===== src/sv/msp_pkg.sv =====
// ----------------------------------------------------------------------------
// msp_pkg
// Shared types, constants and helpers for the motor speed PID regulator.
// ----------------------------------------------------------------------------
`default_nettype none

package msp_pkg;

    // Field widths
    localparam int SpeedW   = 12;
    localparam int TrimW    = 12;
    localparam int GainW    = 16;
    localparam int DriveW   = 11;
    localparam int AdjW     = 14;   // adjusted target, signed
    localparam int ErrW     = 16;   // error, signed
    localparam int SumW     = 17;   // error sum / difference, signed
    localparam int ProdW    = 34;   // 17 x 17 signed product
    localparam int AccW     = 37;   // negated weighted sum
    localparam int QuotW    = AccW - 8;

    // APB register map
    localparam int PaddrW   = 5;
    localparam logic [2:0] REG_TARGET = 3'd0;
    localparam logic [2:0] REG_TRIM   = 3'd1;
    localparam logic [2:0] REG_KP     = 3'd2;
    localparam logic [2:0] REG_KI     = 3'd3;
    localparam logic [2:0] REG_KD     = 3'd4;

    // Reset values
    localparam logic [GainW-1:0] KP_RESET = 16'd17920;
    localparam logic [GainW-1:0] KI_RESET = 16'd77;
    localparam logic [GainW-1:0] KD_RESET = 16'd12800;
    // target 0, trim 0: 0 + 11 - 2
    localparam logic signed [AdjW-1:0] ADJ_RESET = 14'sd9;

    localparam logic signed [AdjW-1:0] TARGET_BIAS = 14'sd11;

    localparam logic signed [QuotW-1:0] DRIVE_MAX = 29'sd2000;
    localparam logic signed [QuotW-1:0] DRIVE_MIN = 29'sd570;

    typedef struct packed {
        logic signed [AdjW-1:0] adj_target;
        logic [GainW-1:0]       kp;
        logic [GainW-1:0]       ki;
        logic [GainW-1:0]       kd;
    } msp_cfg_t;

    // Piecewise correction by range of the biased target
    function automatic logic signed [AdjW-1:0] range_offset(
        input logic signed [AdjW-1:0] s
    );
        logic signed [AdjW-1:0] r;
        if (s <= 14'sd480)
            r = -14'sd2;
        else if (s <= 14'sd650)
            r = -14'sd1;
        else if (s <= 14'sd700)
            r = 14'sd4;
        else if (s <= 14'sd800)
            r = 14'sd8;
        else if (s <= 14'sd1000)
            r = 14'sd12;
        else if (s <= 14'sd1100)
            r = 14'sd20;
        else
            r = 14'sd8;
        return r;
    endfunction

endpackage

`default_nettype wire


===== src/sv/msp_cfg_regs.sv =====
// ----------------------------------------------------------------------------
// msp_cfg_regs
// APB register file; also keeps the range-corrected target in a register.
// ----------------------------------------------------------------------------
`default_nettype none

module msp_cfg_regs
    import msp_pkg::*;
(
    input  wire logic              clk,
    input  wire logic              rst_n,
    input  wire logic              psel,
    input  wire logic              penable,
    input  wire logic              pwrite,
    input  wire logic [PaddrW-1:0] paddr,
    input  wire logic [31:0]       pwdata,
    output logic [31:0]            prdata,
    output logic                   pready,
    output msp_cfg_t               cfg
);

    logic [SpeedW-1:0]      target_reg;
    logic [TrimW-1:0]       trim_reg;
    logic [GainW-1:0]       kp_reg;
    logic [GainW-1:0]       ki_reg;
    logic [GainW-1:0]       kd_reg;
    logic signed [AdjW-1:0] adj_reg;
    logic signed [AdjW-1:0] adj_biased;
    logic signed [AdjW-1:0] adj_next;
    logic                   wr_en;
    logic [2:0]             idx;

    assign pready = 1'b1;
    assign idx    = paddr[PaddrW-1:2];
    assign wr_en  = psel && penable && pwrite && pready;

    always_ff @(posedge clk or negedge rst_n)
    begin
        if (!rst_n)
        begin
            target_reg <= '0;
            trim_reg   <= '0;
            kp_reg     <= KP_RESET;
            ki_reg     <= KI_RESET;
            kd_reg     <= KD_RESET;
        end
        else if (wr_en)
        begin
            case (idx)
                REG_TARGET: target_reg <= pwdata[SpeedW-1:0];
                REG_TRIM:   trim_reg   <= pwdata[TrimW-1:0];
                REG_KP:     kp_reg     <= pwdata[GainW-1:0];
                REG_KI:     ki_reg     <= pwdata[GainW-1:0];
                REG_KD:     kd_reg     <= pwdata[GainW-1:0];
                default:    ;
            endcase
        end
    end

    always_comb
    begin
        case (idx)
            REG_TARGET: prdata = {{(32-SpeedW){1'b0}}, target_reg};
            REG_TRIM:   prdata = {{(32-TrimW){1'b0}}, trim_reg};
            REG_KP:     prdata = {{(32-GainW){1'b0}}, kp_reg};
            REG_KI:     prdata = {{(32-GainW){1'b0}}, ki_reg};
            REG_KD:     prdata = {{(32-GainW){1'b0}}, kd_reg};
            default:    prdata = '0;
        endcase
    end

    // target + 11 + trim, then the range correction
    assign adj_biased = $signed({{(AdjW-SpeedW){1'b0}}, target_reg}) + TARGET_BIAS
                      + $signed({{(AdjW-TrimW){trim_reg[TrimW-1]}}, trim_reg});
    assign adj_next   = adj_biased + range_offset(adj_biased);

    always_ff @(posedge clk or negedge rst_n)
    begin
        if (!rst_n)
            adj_reg <= ADJ_RESET;
        else
            adj_reg <= adj_next;
    end

    assign cfg.adj_target = adj_reg;
    assign cfg.kp         = kp_reg;
    assign cfg.ki         = ki_reg;
    assign cfg.kd         = kd_reg;

endmodule

`default_nettype wire


===== config.mk =====
export PLATFORM = sky130hd
export DESIGN_NAME = msp_cfg_regs
export DESIGN_NICKNAME = d
export VERILOG_FILES = /design/src/sv/msp_pkg.sv /design/src/sv/msp_cfg_regs.sv
export SDC_FILE = /design/constraint.sdc
export NUM_CORES = 1
export LEC_CHECK = 0
export BUFFER_PORTS_ARGS = -buffer_cell sky130_fd_sc_hd__buf_2
export CELL_PAD_IN_SITES_DETAIL_PLACEMENT = 1
export CELL_PAD_IN_SITES_GLOBAL_PLACEMENT = 1
export CORE_MARGIN = 10
export CORE_UTILIZATION = 38
export CTS_BUF_LIST = sky130_fd_sc_hd__clkbuf_16
export DETAILED_ROUTE_END_ITERATION = 10
export HOLD_SLACK_MARGIN = 0.15
export PLACE_DENSITY_LB_ADDON = 0.1
export SLEW_MARGIN = 20
export SYNTH_ARGS = -nofsm -noshare
export SYNTH_HDL_FRONTEND = slang
export SYNTH_SLANG_ARGS = --single-unit

===== constraint.sdc =====
create_clock -name clk -period 4.57 [get_ports clk]
set_input_delay 0.2285 -clock clk [delete_from_list [all_inputs] [get_ports clk]]
set_output_delay 0.2285 -clock clk [all_outputs]
set_load 0.05 [all_outputs]

======== After elaboration in Yosys (flattened, before gate mapping) ========
Cells that the tools add are included.
word-level totals
  bits in registers ....................... 86
  bits in latches ......................... 0
  bits in writable memories ............... 0
  bits in read-only memories .............. 0
  input port bits ......................... 42
  output and inout port bits .............. 95
  logic and storage cells ................. 34
  memories kept ........................... 0
operators by class
  $add $sub $neg .......................... 3
  $mul .................................... 0
  divide/modulo/power cells ............... 0
  order comparisons ....................... 6
  equal/unequal tests ..................... 4
  shift operators ......................... 0
  mux-type cells .......................... 7
  bitwise operators ....................... 0
  reduce and logical (&&, ||, !) cells .... 8
operator list
  operator                                                                            count
  16-bit case mux with 5 select lines                                                 1
  14-bit by 11-bit less-or-equal comparator with 1-bit output, second input constant  4
  14-bit two-way mux                                                                  2
  5-bit two-way mux                                                                   4
  14-bit by 12-bit adder with 14-bit output                                           1
  14-bit adder                                                                        1
  14-bit by 10-bit less-or-equal comparator with 1-bit output, second input constant  1
  14-bit by 12-bit less-or-equal comparator with 1-bit output, second input constant  1
  12-bit by 4-bit adder with 13-bit output, second input constant                     1
  2-bit AND reduction                                                                 5
  3-bit by 2-bit equality test with 1-bit output, second input constant               2
  3-bit by 1-bit equality test with 1-bit output, second input constant               1
  3-bit equality test, second input constant                                          1
  3-bit logical NOT                                                                   1
  1-bit logical AND                                                                   2

======== Depth between registers and ports, before layout ========
Gate-level depths: netlist (run 1).
  depth after elaboration ................. 10
  depth in mapped cells ................... 29
  gate-level depth less buffers ........... 28

======== Worst setup path before layout (run 1) ========
Ideal clock, no wire load.
  path kind ............................... register to register
  from .................................... reg target_reg[0]
  to ...................................... reg adj_reg[10]
  setup time .............................. 130 ps
  arrival time ............................ 4905 ps
  required time ........................... 4440 ps
  path slack .............................. -465 ps
  stages on the path, launching flop included .. 29
  path buffers ............................ 1
  period minus slack after synthesis ...... 5035 ps
  path through ............................ dfrtp_1 > inv_1 > ha_1 > inv_1 > a21oi_1 > nor2_1 > nand3_1 > xnor2_1 > ha_1 > buf_2 > a21o_1 > a211oi_2 > a311oi_1 > or3_1 > and2_4 > or3_1 > a31o_1 > nand3_1 > a21o_1 > ha_1 > o21a_1 > o31a_1 > o31a_1 > o21ai_0 > nand2b_1 > a21o_1 > a211oi_1 > a31oi_1 > xnor2_1
between the ends
  word-level cells in the longest chain between the ends .. 10
  elaborated cells on any way between the ends .. 15
  classes of those cells .................. 3 x add/sub; 6 x order compare; 6 x mux
ends and longest elaborated chain
  element                                                      RTL line            text
  start: declaration                                           msp_cfg_regs.sv:22  logic [SpeedW-1:0] target_reg;
  start signal: assignment                                     msp_cfg_regs.sv:50  REG_TARGET: target_reg <= pwdata[SpeedW-1:0];
  12-bit by 4-bit adder with 13-bit output (*)                 msp_cfg_regs.sv:73  assign adj_biased = $signed({{(AdjW-SpeedW){1'b0}}, target_reg}) + TARGET_BIAS
  14-bit by 12-bit adder with 14-bit output (*)                msp_cfg_regs.sv:74  + $signed({{(AdjW-TrimW){trim_reg[TrimW-1]}}, trim_reg});
  14-bit by 12-bit less-or-equal comparator with 1-bit output  msp_pkg.sv:63       else if (s <= 14'sd1100)
  5-bit two-way mux                                            msp_pkg.sv:63
  5-bit two-way mux                                            msp_pkg.sv:61       else if (s <= 14'sd1000)
  5-bit two-way mux                                            msp_pkg.sv:59       else if (s <= 14'sd800)
  5-bit two-way mux                                            msp_pkg.sv:57       else if (s <= 14'sd700)
  14-bit two-way mux                                           msp_pkg.sv:55       else if (s <= 14'sd650)
  14-bit two-way mux                                           msp_pkg.sv:53       if (s <= 14'sd480)
  14-bit adder (*)                                             msp_cfg_regs.sv:75  assign adj_next = adj_biased + range_offset(adj_biased);
  via adj_next[10]                                             msp_cfg_regs.sv:29  logic signed [AdjW-1:0] adj_next;
  end signal: assignment                                       msp_cfg_regs.sv:82  adj_reg <= adj_next;
  end: declaration                                             msp_cfg_regs.sv:27  logic signed [AdjW-1:0] adj_reg;
Mark *: on every way through the listed nets, which the timed path passes. The rest lies on a longest branch.
A chain may end at the register's enable or synchronous reset.

======== Worst setup path in the final report (run 1) ========
Ends and elaborated chain as after synthesis.

==> qor.yml, run 1 <==
clock_network:
  worst_skew_pair.late_latency_ns: 0.35
  clock-sinks: 86
  clock_slew_at_reported_path_ffs_ns: 0.07
  clock_tree.buffer_depth: 2
  htree_num_levels: 3
  cts_tree: "done"
  cts_inserted_buffers: 9
  clockRootBuffer: "clkbuf_16"
logic_synthesis:
  synth.ff_latch_count: 86
  synth-warning-count: 0
  avgSynthCellArea_um2: 10.6
  postSynth.topFlopCell: "dfrtp_1"
  number_of_enable_flip_flop_cells_after_synthesis: 0
  synth-seq-area-share_pct: 38.6
  synthesis.area_mm2: 0.00561
  synth.lib_cells_used.distinct: 65
  synthArstFlopShare_pct: 100
  synth.top_cell.area_share_pct: 33.0
  synth_area_leaders: "dfrtp_1, mux2_2, ha_1"
  synth_top_area_cell: "dfrtp_1"
  synthCells: 530
layout:
  num_antenna_cells: 0
  final_core_utilization_pct: 53.8
  flow.area_growth_from_synthesis_pct: 38.8
  layout-drive-gt1-share_pct: 53.4
  layout.cells.non_filler: 930
  fin_nets: 811
worst_setup_path:
  reg2regPathDepth: 27
  regToRegSetupSlack_ns: -0.52
  r2r_start: "target_reg[0]"
  end_kind: "flip-flop"
  cp.arrival_ns: 5.33
  reg2reg_to: "adj_reg[10]"
  largest_fanout_of_any_net_on_the_critical_path: 4
  critical_path_class: "reg -> reg"
  worst_ep_required_time_ns: 4.81
  critical_path.endpoint: "adj_reg[10]"
  startpoint: "target_reg[0]"
  timing.critical_path.from_type: "flip-flop"
die:
  start_util_pct: 38.7
  floorplan.die.height_um: 141
  fp-row-count: 44
  fp.dieArea_mm2: 0.0200
  fp.dieW_um: 141
  coreArea_mm2: 0.0145
  boundaryPins: 137
hold_path:
  hold_path.class: "in -> reg"
  hold_path_depth: 2
sta:
  final-max-slew-violation-count: 0
  timing.final.crit_period_ns: 5.09
  post_route_fraction_of_the_period_consumed_by_the_critical_path_pct: 111
  endpoints_failing_hold: 0
  finalHoldWorstSlack_ns: 0.172
  worst_clock_skew_ns: 0.0118
  setup_ws_ns: -0.519
  remaining_max_slew_budget_at_the_tightest_pin_pct: 24.2
  maxClockFrequency_mhz: 196
  grt_setup_unrepaired: "yes"
  finalSetupViolations: 7
  timing_worst_slew_pin_value_ns: 1.14
outcome:
  result_of_the_run: "complete, but fails checks"
  violations: "negative setup slack"
global_route:
  globalRouteTotalUtil_pct: 17.7
  grt_start_max_net_pins: 62
  grt_pass1_vias: 5603
  global_route_wire_length_before_repair_um: 28900
  number_of_antenna_violations_at_the_first_check_in_global_routing: 0
  overflow: 0
drt:
  detail_route.drc_violations: 0
  drt-pass1-iter-count: 4
  dr.first_iter.drc_count: 127
  total_wirelength_of_the_detailed_routed_design_um: 18100
  via_cell_ratio: 5.25
  detail-route-antenna-nets: 0
  via_count: 4884
  post_drt_wl_per_cell_um: 19.4
power_and_ir_drop:
  net-switching-power_uw: 2870
  power.clock.fraction_pct: 11.7
  sequentialPowerShare_pct: 17.9
  total_power_uw: 6240
  power.switching_fraction_pct: 45.9
  ir_drop_v: 0.000324
  power_leakage_uw: 0.00372
  combPwrFrac_pct: 70.4
  cellInternalPower_uw: 3380
  power-per-cell-area_mw_per_mm2: 802
job:
  maxCapViolations: 0
placement:
  place.detailed.hpwl_um: 13400
  routabilityCongestion: 0.781
  numPlacedInstances: 890
  port-buffer-count: 101
-- how the worst min path moves through the flow --
stage                          from          end  slack (ns)
final                     pwdata[5]    kd_reg[5]        0.17
after floorplan               rst_n  adj_reg[10]       -0.07
after detailed placement      rst_n   adj_reg[1]        0.17
after CTS                 pwdata[5]    kd_reg[5]        0.16
after global routing      pwdata[5]    kd_reg[5]        0.17
after global placement        rst_n   adj_reg[1]        0.16
-- per-layer routing --
layer | track usage [%] | wire length [µm] | up-vias | share of wire [%]
li1 | - | - | 2310 | -
met1 | 19.8 | 7400 | 2465 | 41
met2 | 31.7 | 9390 | 97 | 52
met3 | 5.71 | 1090 | 12 | 6.0
met4 | 4.52 | 199 | 0 | 1.1
met5 | 0 | 0 | - | 0
-- cell type report --
cell class	count	area (µm²)
Clock buffer	9	225
Clock inverter	7	65.1
Fill cell	1608	6690
Inverter	20	77.6
Multi-Input combinational cell	404	3590
Sequential cell	86	2170
Tap cell	184	230
Timing Repair Buffer	220	1430
-- synthesized netlist by cell type, types with 14 or more instances --
cell type and count:
mux2i_1 28, nor2_1 36, o21ai_0 14, inv_1 19, mux2_2 71, buf_4 17
a21oi_1 33, xnor2_1 22, nand2_1 22, dfrtp_1 74, ha_1 26
-- cells by family (layout without fill, tap and decap cells) --
family | Yosys count | in the layout | synth area share, %
fa+ha+maj | 28 | 28 | 6.51
buf+inv | 55 | 256 | 5.20
simple gates | 111 | 111 | 9.73
xor+xnor | 30 | 30 | 4.82
flops | 86 | 86 | 38.6
compound gates | 118 | 118 | 15.3
mux | 100 | 100 | 19.7
other cells | 2 | 17 | 0.134
-- power by group through the flow --
stage | sequential [µW] | combinational (µW) | clock (µW)
floorplan | 1630 | 1990 | 0
global placement | 1120 | 3700 | 0
detailed placement | 1130 | 3840 | 0
CTS | 1120 | 4150 | 758
global route | 1150 | 4740 | 786
finish | 1120 | 4390 | 730
-- worst max-delay path, cell delays in order (launching register included) --
cell	delay [ns]
dfrtp_1	0.38
inv_2	0.07
ha_4	0.16
inv_2	0.06
a21oi_4	0.06
nor2_4	0.16
nand3_2	0.10
xnor2_1	0.20
ha_1	0.32
and3_1	0.19
a211oi_2	0.22
a311oi_2	0.15
or3_4	0.37
and2_4	0.16
or3_4	0.33
a31o_1	0.20
nand3_2	0.09
a21o_1	0.17
ha_4	0.23
o21a_1	0.17
o31a_1	0.12
o31a_1	0.27
o21ai_1	0.13
nand2b_1	0.09
a21o_1	0.22
a211oi_2	0.16
a31oi_1	0.07
xnor2_1	0.13
-- per-stage QoR --
step / instance area, µm² / worst slack [ns] / TNS [ns]
global placement: 6980 / -0.460 / -2.21
CTS: 7590 / -0.495 / -2.70
finish: 7780 / -0.519 / -2.51
floorplan: 5740 / -0.314 / -1.01
detailed placement: 6980 / -0.688 / -3.87
global route: 7780 / -0.872 / -5.40
-- layout by cell type (no fill, tap or decap), types with 4 or more instances in the layout --
cell type	count
buf_4	111
buf_2	100
dfrtp_1	74
mux2_2	71
nor2_1	31
mux2i_1	28
a21oi_1	25
ha_1	19
nand2_1	18
conb_1	17
inv_1	16
xnor2_1	15
o21ai_0	12
o22ai_1	12
dfstp_2	12
clkbuf_16	9
a21o_1	7
nand3_2	6
o21ai_2	6
a21oi_2	6
nand2b_1	6
xor2_1	6
xnor2_2	6
nand2_2	5
o21a_1	5
nor3_1	5
dlygate4sd3_1	5
inv_2	4
and3_1	4
nor2_2	4
a211oi_2	4
nor2b_1	4
nand4_1	4
nor3_2	4
ha_4	4
buf_6	4
-- repair_timing --
| action | 4_1_cts | 5_1_grt |
|---|---|---|
| gates resized for setup | 30 | 34 |
| setup buffers | 15 | 6 |
| hold buffers | 5 | 0 |
| endpoints found under the hold margin | 37 | 0 |
| setup endpoints to repair | 9 | 11 |
| pin swaps | 35 | 28 |
No activity file was read; power rests on OpenSTA's default activity.
==> inputs of run 2 (changes only) <==
--- a/config.mk
+++ b/config.mk
@@ -13,4 +13,5 @@
 export CTS_BUF_LIST = sky130_fd_sc_hd__clkbuf_16
 export DETAILED_ROUTE_END_ITERATION = 10
+export GPL_TIMING_DRIVEN = 0
 export HOLD_SLACK_MARGIN = 0.15
 export PLACE_DENSITY_LB_ADDON = 0.1
==> constraint.sdc (replaced) <==
create_clock -name clk -period 4.57 [get_ports clk]
set_input_delay 0 -clock clk [delete_from_list [all_inputs] [get_ports clk]]
set_output_delay 0 -clock clk [all_outputs]
set_load 0.05 [all_outputs]
==> qor.yml, run 2 (synthesis gave the netlist of run 1 again) <==
outcome:
  result_of_the_run: "complete, but fails checks"  # unchanged
  violations: "negative setup slack"  # unchanged
worst_setup_path:
  largest_fanout_of_any_net_on_the_critical_path: 4  # unchanged
  timing.critical_path.from_type: "flip-flop"  # unchanged
  worst_ep_required_time_ns: 4.80  # was 4.81 ns
  end_kind: "flip-flop"  # unchanged
  critPathBufInv: 4  # was 2
  largest_stage_delay_worst_path_ns: 0.39  # was 0.38 ns
  critical_path_class: "reg -> reg"  # unchanged
  cp_top_family: "compound AO/OA/AOI/OAI gates"  # unchanged
  cp.arrival_ns: 5.62  # was 5.33 ns
  critPathSlowestCell: "or3_4"  # was dfrtp_1
placement:
  port-buffer-count: 99  # was 101
  routabilityCongestion: 0.811  # was 0.781
  place.detailed.hpwl_um: 13000  # was 13400 µm
global_route:
  number_of_antenna_violations_at_the_first_check_in_global_routing: 0  # unchanged
  globalRouteTotalUtil_pct: 18.1  # was 17.7%
  grt_pass1_vias: 5377  # was 5603
  grt_start_max_net_pins: 52  # was 62
  global_route_wire_length_before_repair_um: 29100  # was 28900 µm
  overflow: 0  # unchanged
clock_network:
  clock_slew_at_reported_path_ffs_ns: 0.07  # about the same
  clockRootBuffer: "clkbuf_16"  # unchanged
  worst_skew_pair.late_latency_ns: 0.35  # about the same
  htree_num_levels: 3  # unchanged
  clock-sinks: 86  # unchanged
  clock_tree.buffer_depth: 2  # unchanged
  cts_tree: "done"  # unchanged
  cts_inserted_buffers: 9  # unchanged
sta:
  maxClockFrequency_mhz: 186  # was 196 MHz
  grt_setup_unrepaired: "yes"  # unchanged
  timing.final.crit_period_ns: 5.39  # was 5.09 ns
  setup_ws_ns: -0.821  # was -0.519 ns
  finalHoldWorstSlack_ns: 0.168  # was 0.172 ns
  final-max-slew-violation-count: 0  # unchanged
  finalSetupViolations: 9  # was 7
  remaining_max_slew_budget_at_the_tightest_pin_pct: 39.6  # was 24.2%
  post_route_fraction_of_the_period_consumed_by_the_critical_path_pct: 118  # was 111%
  timing_worst_slew_pin_value_ns: 0.906  # was 1.14 ns
  worst_clock_skew_ns: 0.00597  # was 0.0118 ns
  endpoints_failing_hold: 0  # unchanged
  fin_setup_tns_ns: -4.78  # was -2.51 ns
job:
  maxCapViolations: 0  # unchanged
hold_path:
  hold_path.class: "in -> async"  # was in -> reg
layout:
  layout_commonest_cell: "buf_2"  # was buf_4
  num_antenna_cells: 0  # unchanged
  final-seq-area_mm2: 0.00217  # about the same
  multiInputGateArea_mm2: 0.00357  # was 0.00359 mm²
  layout-drive-gt1-share_pct: 47.6  # was 53.4%
  flow.area_growth_from_synthesis_pct: 36.1  # was 38.8%
  commonest_non_fill_non_tap_cells_in_the_layout: "buf_2, dfrtp_1, mux2_2"  # was buf_4, buf_2, dfrtp_1
  filler_cell_count: 1608  # unchanged
  fin_nets: 792  # was 811
power_and_ir_drop:
  power-per-cell-area_mw_per_mm2: 762  # was 802 mW/mm²
  power_leakage_uw: 0.00358  # was 0.00372 µW
  ir_drop_v: 0.000274  # was 0.000324 V
drt:
  total_wirelength_of_the_detailed_routed_design_um: 18200  # was 18100 µm
  via_cell_ratio: 5.33  # was 5.25
  via_count: 4859  # was 4884
  detail_route.drc_violations: 0  # unchanged
  drt-pass1-iter-count: 4  # unchanged
  post_drt_wl_per_cell_um: 20.0  # was 19.4 µm
  detail-route-antenna-nets: 0  # unchanged
  dr.first_iter.drc_count: 167  # was 127
die:
  start_util_pct: 38.7  # unchanged
  coreArea_mm2: 0.0145  # unchanged
  fp-row-count: 44  # unchanged
  boundaryPins: 137  # unchanged
  floorplan.die.height_um: 141  # unchanged
  fp.dieArea_mm2: 0.0200  # unchanged
  fp.dieW_um: 141  # unchanged
-- run 2: final cells by class --
type,instances,share of cell area [%]
Buffer,35,2.88
Clock buffer,9,2.95
Clock inverter,7,0.951
Inverter,20,1.02
Multi-Input combinational cell,404,46.8
Sequential cell,86,28.4
Tap cell,184,3.02
Timing Repair Buffer,166,14.0
-- run 2: per-stage QoR --
step	instances	setup slack [ns]	area [µm²]	util, %	total power (µW)
3_3_place_gp	828	-1.12	6470	44.7	4210
2_1_floorplan	545	-0.314	5740	-	3620
5_1_grt	911	-1.13	7630	52.7	6240
4_1_cts	902	-0.677	7480	51.7	5740
6_report	911	-0.821	7630	52.7	5820
3_5_place_dp	829	-1.15	6510	45.0	4320
-- run 2: routing by layer --
layer	vias to the layer above	share of wire [%]	GRT usage, %
li1	2274	-	-
met1	2461	41	20.4
met2	105	51	31.7
met3	19	6.0	5.71
met4	0	1.3	5.43
met5	-	0	0
-- run 2: what timing repair did --
action | in CTS | in global routing
pin swaps | 24 | 26
resized for setup | 37 | 18
hold endpoints to repair | 151 | 0
hold buffers | 17 | 0
buffers inserted | 40 | 13
setup endpoints to repair | 12 | 12
-- run 2: power by group --
group | internal (µW) | leakage [µW] | total [µW] | switching (µW)
logic | 1620 | 0.00238 | 3920 | 2290
clock network | 426 | 0.000143 | 761 | 335
registers | 994 | 0.00106 | 1140 | 146
total | 3040 | 0.00358 | 5820 | 2780
-- run 2: worst reg2reg max path: cells and delay by family, from the launching register on --
family	cells	cell delay, ns
AOI/OAI and AO/OA	13	2.12
xor gates and xnor gates	2	0.30
adders and majority gates	3	0.71
buffers and inverters	4	0.42
DFF	1	0.38
and+or+nand+nor	7	1.34
-- run 2: worst paths after layout --
path / from / to / slack, ns / cells past startpoint
worst max-delay path: target_reg[1] / adj_reg[10] / -0.82 / 29
worst max register to register: target_reg[1] / adj_reg[10] / -0.82 / 29
max in group asynchronous: rst_n / kp_reg[10] / 3.70 / 3
min in group clk: paddr[2] / kd_reg[1] / 0.17 / 3
worst min register to register: ki_reg[10] / ki_reg[10] / 0.54 / 1
worst min-delay path: rst_n / adj_reg[11] / 0.17 / 2
==> inputs of run 3 (changes only) <==
PLACE_DENSITY = 0.86   (was not set)
PLACE_DENSITY_LB_ADDON = not set   (was 0.1)
==> qor.yml, run 3 (synthesis gave the netlist of run 1 again) <==
outcome:
  result_of_the_run: "complete, but fails checks"  # unchanged
  violations: "negative setup slack"  # unchanged
sta:
  maxClockFrequency_mhz: 176  # was 186 MHz
  post_route_fraction_of_the_period_consumed_by_the_critical_path_pct: 124  # was 118%
  finalHoldWorstSlack_ns: 0.194  # was 0.168 ns
  worst_clock_skew_ns: 0.00809  # was 0.00597 ns
  remaining_max_slew_budget_at_the_tightest_pin_pct: 35.1  # was 39.6%
  endpoints_failing_hold: 0  # unchanged
  final-max-slew-violation-count: 0  # unchanged
  timing_worst_slew_pin_value_ns: 0.973  # was 0.906 ns
  finalSetupViolations: 12  # was 9
  timing.final.crit_period_ns: 5.68  # was 5.39 ns
  grt_setup_unrepaired: "yes"  # unchanged
  setup_ws_ns: -1.11  # was -0.821 ns
clock_network:
  htree_num_levels: 3  # unchanged
  cts_inserted_buffers: 9  # unchanged
  clockRootBuffer: "clkbuf_16"  # unchanged
  clock-sinks: 86  # unchanged
  worst_skew_pair.late_latency_ns: 0.35  # about the same
  clock_tree.buffer_depth: 2  # unchanged
  cts_tree: "done"  # unchanged
  clock_slew_at_reported_path_ffs_ns: 0.06  # was 0.07 ns
placement:
  port-buffer-count: 99  # unchanged
  place.detailed.hpwl_um: 13200  # was 13000 µm
  dpl_cell_area_mm2: 0.00650  # was 0.00651 mm²
  routabilityCongestion: 0.856  # was 0.811
global_route:
  global_route_wire_length_before_repair_um: 31800  # was 29100 µm
  number_of_antenna_violations_at_the_first_check_in_global_routing: 0  # unchanged
  grt_pass1_vias: 5714  # was 5377
  grt_start_max_net_pins: 62  # was 52
  overflow: 0  # unchanged
  globalRouteTotalUtil_pct: 19.8  # was 18.1%
layout:
  layout-drive-gt1-share_pct: 50.3  # was 47.6%
  num_antenna_cells: 0  # unchanged
  layout.cell_area.non_filler_mm2: 0.00786  # was 0.00763 mm²
  final_core_utilization_pct: 54.3  # was 52.7%
  flow.area_growth_from_synthesis_pct: 40.0  # was 36.1%
  layout_commonest_cell: "buf_2"  # unchanged
  commonest_non_fill_non_tap_cells_in_the_layout: "buf_2, dfrtp_1, mux2_2"  # unchanged
  fin_nets: 798  # was 792
  filler_cell_count: 1586  # was 1608
drt:
  detail_route.drc_violations: 0  # unchanged
  via_cell_ratio: 5.71  # was 5.33
  dr.first_iter.drc_count: 294  # was 167
  detail-route-antenna-nets: 0  # unchanged
  total_wirelength_of_the_detailed_routed_design_um: 22200  # was 18200 µm
  drt-pass1-iter-count: 5  # was 4
  via_count: 5239  # was 4859
  post_drt_wl_per_cell_um: 24.3  # was 20.0 µm
worst_setup_path:
  regToRegSetupSlack_ns: -1.11  # was -0.82 ns
  cp.arrival_ns: 5.94  # was 5.62 ns
  worst_ep_required_time_ns: 4.83  # was 4.80 ns
  timing.critical_path.from_type: "flip-flop"  # unchanged
  end_kind: "flip-flop"  # unchanged
  r2r_start: "target_reg[1]"  # unchanged
  path_common_cell: "a211oi_2"
  reg2regPathDepth: 30  # was 29
  critPathSlowestCell: "dfrtp_1"  # was or3_4
  largest_stage_delay_worst_path_ns: 0.44  # was 0.39 ns
  largest_fanout_of_any_net_on_the_critical_path: 6  # was 4
  critical_path_class: "reg -> reg"  # unchanged
  reg2reg_to: "adj_reg[10]"  # unchanged
die:
  boundaryPins: 137  # unchanged
  floorplan.die.height_um: 141  # unchanged
  coreArea_mm2: 0.0145  # unchanged
  fp.dieArea_mm2: 0.0200  # unchanged
  fp-row-count: 44  # unchanged
  fp.dieW_um: 141  # unchanged
  start_util_pct: 38.7  # unchanged
hold_path:
  hold_path_depth: 3
  hold_path.class: "in -> reg"  # was in -> async
  min_to: "target_reg[1]"
  startpoint_of_the_worst_hold_path: "paddr[2]"
job:
  maxCapViolations: 0  # unchanged
power_and_ir_drop:
  ir_drop_v: 0.000344  # was 0.000274 V
  power-per-cell-area_mw_per_mm2: 794  # was 762 mW/mm²
  power_leakage_uw: 0.00365  # was 0.00358 µW
-- run 3: changes by cell type in the layout (fill, tap and decap cells not counted), moves of 3 or more --
cell,delta
buf_4,+3
buf_6,+3
clkinv_4,+3
ha_1,-3
ha_2,+3
nor2_1,-3
o21ai_4,+3
-- run 3: power by group --
group / internal, µW / switching (µW) / leakage [µW]
logic: 1760 / 2550 / 0.00244
registers: 994 / 175 / 0.00106
clock network: 423 / 339 / 0.000152
total: 3170 / 3060 / 0.00365
-- run 3: metal layers --
| layer | up-vias | global-route usage, % | routed length (µm) | part of all wire (%) |
|---|---|---|---|---|
| li1 | 2288 | - | - | - |
| met1 | 2664 | 22.1 | 8470 | 38 |
| met2 | 228 | 34.4 | 11600 | 52 |
| met3 | 59 | 5.84 | 1520 | 6.8 |
| met4 | 0 | 8.23 | 671 | 3.0 |
| met5 | - | 0 | 0 | 0 |
-- run 3: final cells by class --
class	count	area, µm²	share of cell area, %
sequential	86	2170	27.6
multi-input combinational	404	3740	47.6
tap	184	230	2.93
timing repair buffer	172	1120	14.3
inverter	20	80.1	1.02
buffer	35	223	2.84
clock inverter	7	68.8	0.876
clock buffer	9	225	2.87
-- run 3: through the flow --
step / power (µW) / cells / setup WS, ns / setup TNS, ns
6_report: 6240 / 917 / -1.11 / -6.93
5_1_grt: 6580 / 917 / -1.36 / -9.97
4_1_cts: 5660 / 904 / -0.761 / -4.00
3_5_place_dp: 4340 / 829 / -1.13 / -6.25
3_3_place_gp: 4160 / 828 / -0.900 / -4.60
2_1_floorplan: 3620 / 545 / -0.314 / -1.01
-- run 3: what timing repair did --
item	CTS	global route
hold buffers	18	0
gates resized for setup	34	56
setup buffers	41	15
endpoints found under the hold margin	150	0
setup endpoints to repair	12	11
pin swaps	30	24
-- run 3: worst max path at each step --
stage | startpoint | to | slack (ns)
final | target_reg[1] | adj_reg[10] | -1.11
after global routing | target_reg[3] | adj_reg[10] | -1.36
after CTS | target_reg[1] | adj_reg[10] | -0.76
after detailed placement | target_reg[0] | adj_reg[10] | -1.13
after global placement | target_reg[0] | adj_reg[10] | -0.90
after floorplan | target_reg[0] | adj_reg[10] | -0.31
-- run 3: critical path: cells and delay by family, from the launching register on --
| kind | cells | cell delay, ns |
|---|---|---|
| and+or+nand+nor | 7 | 1.32 |
| DFF | 1 | 0.44 |
| xor gates and xnor gates | 2 | 0.45 |
| buffers and inverters | 5 | 0.46 |
| adders and majority gates | 4 | 0.99 |
| AOI/OAI and AO/OA | 12 | 1.93 |
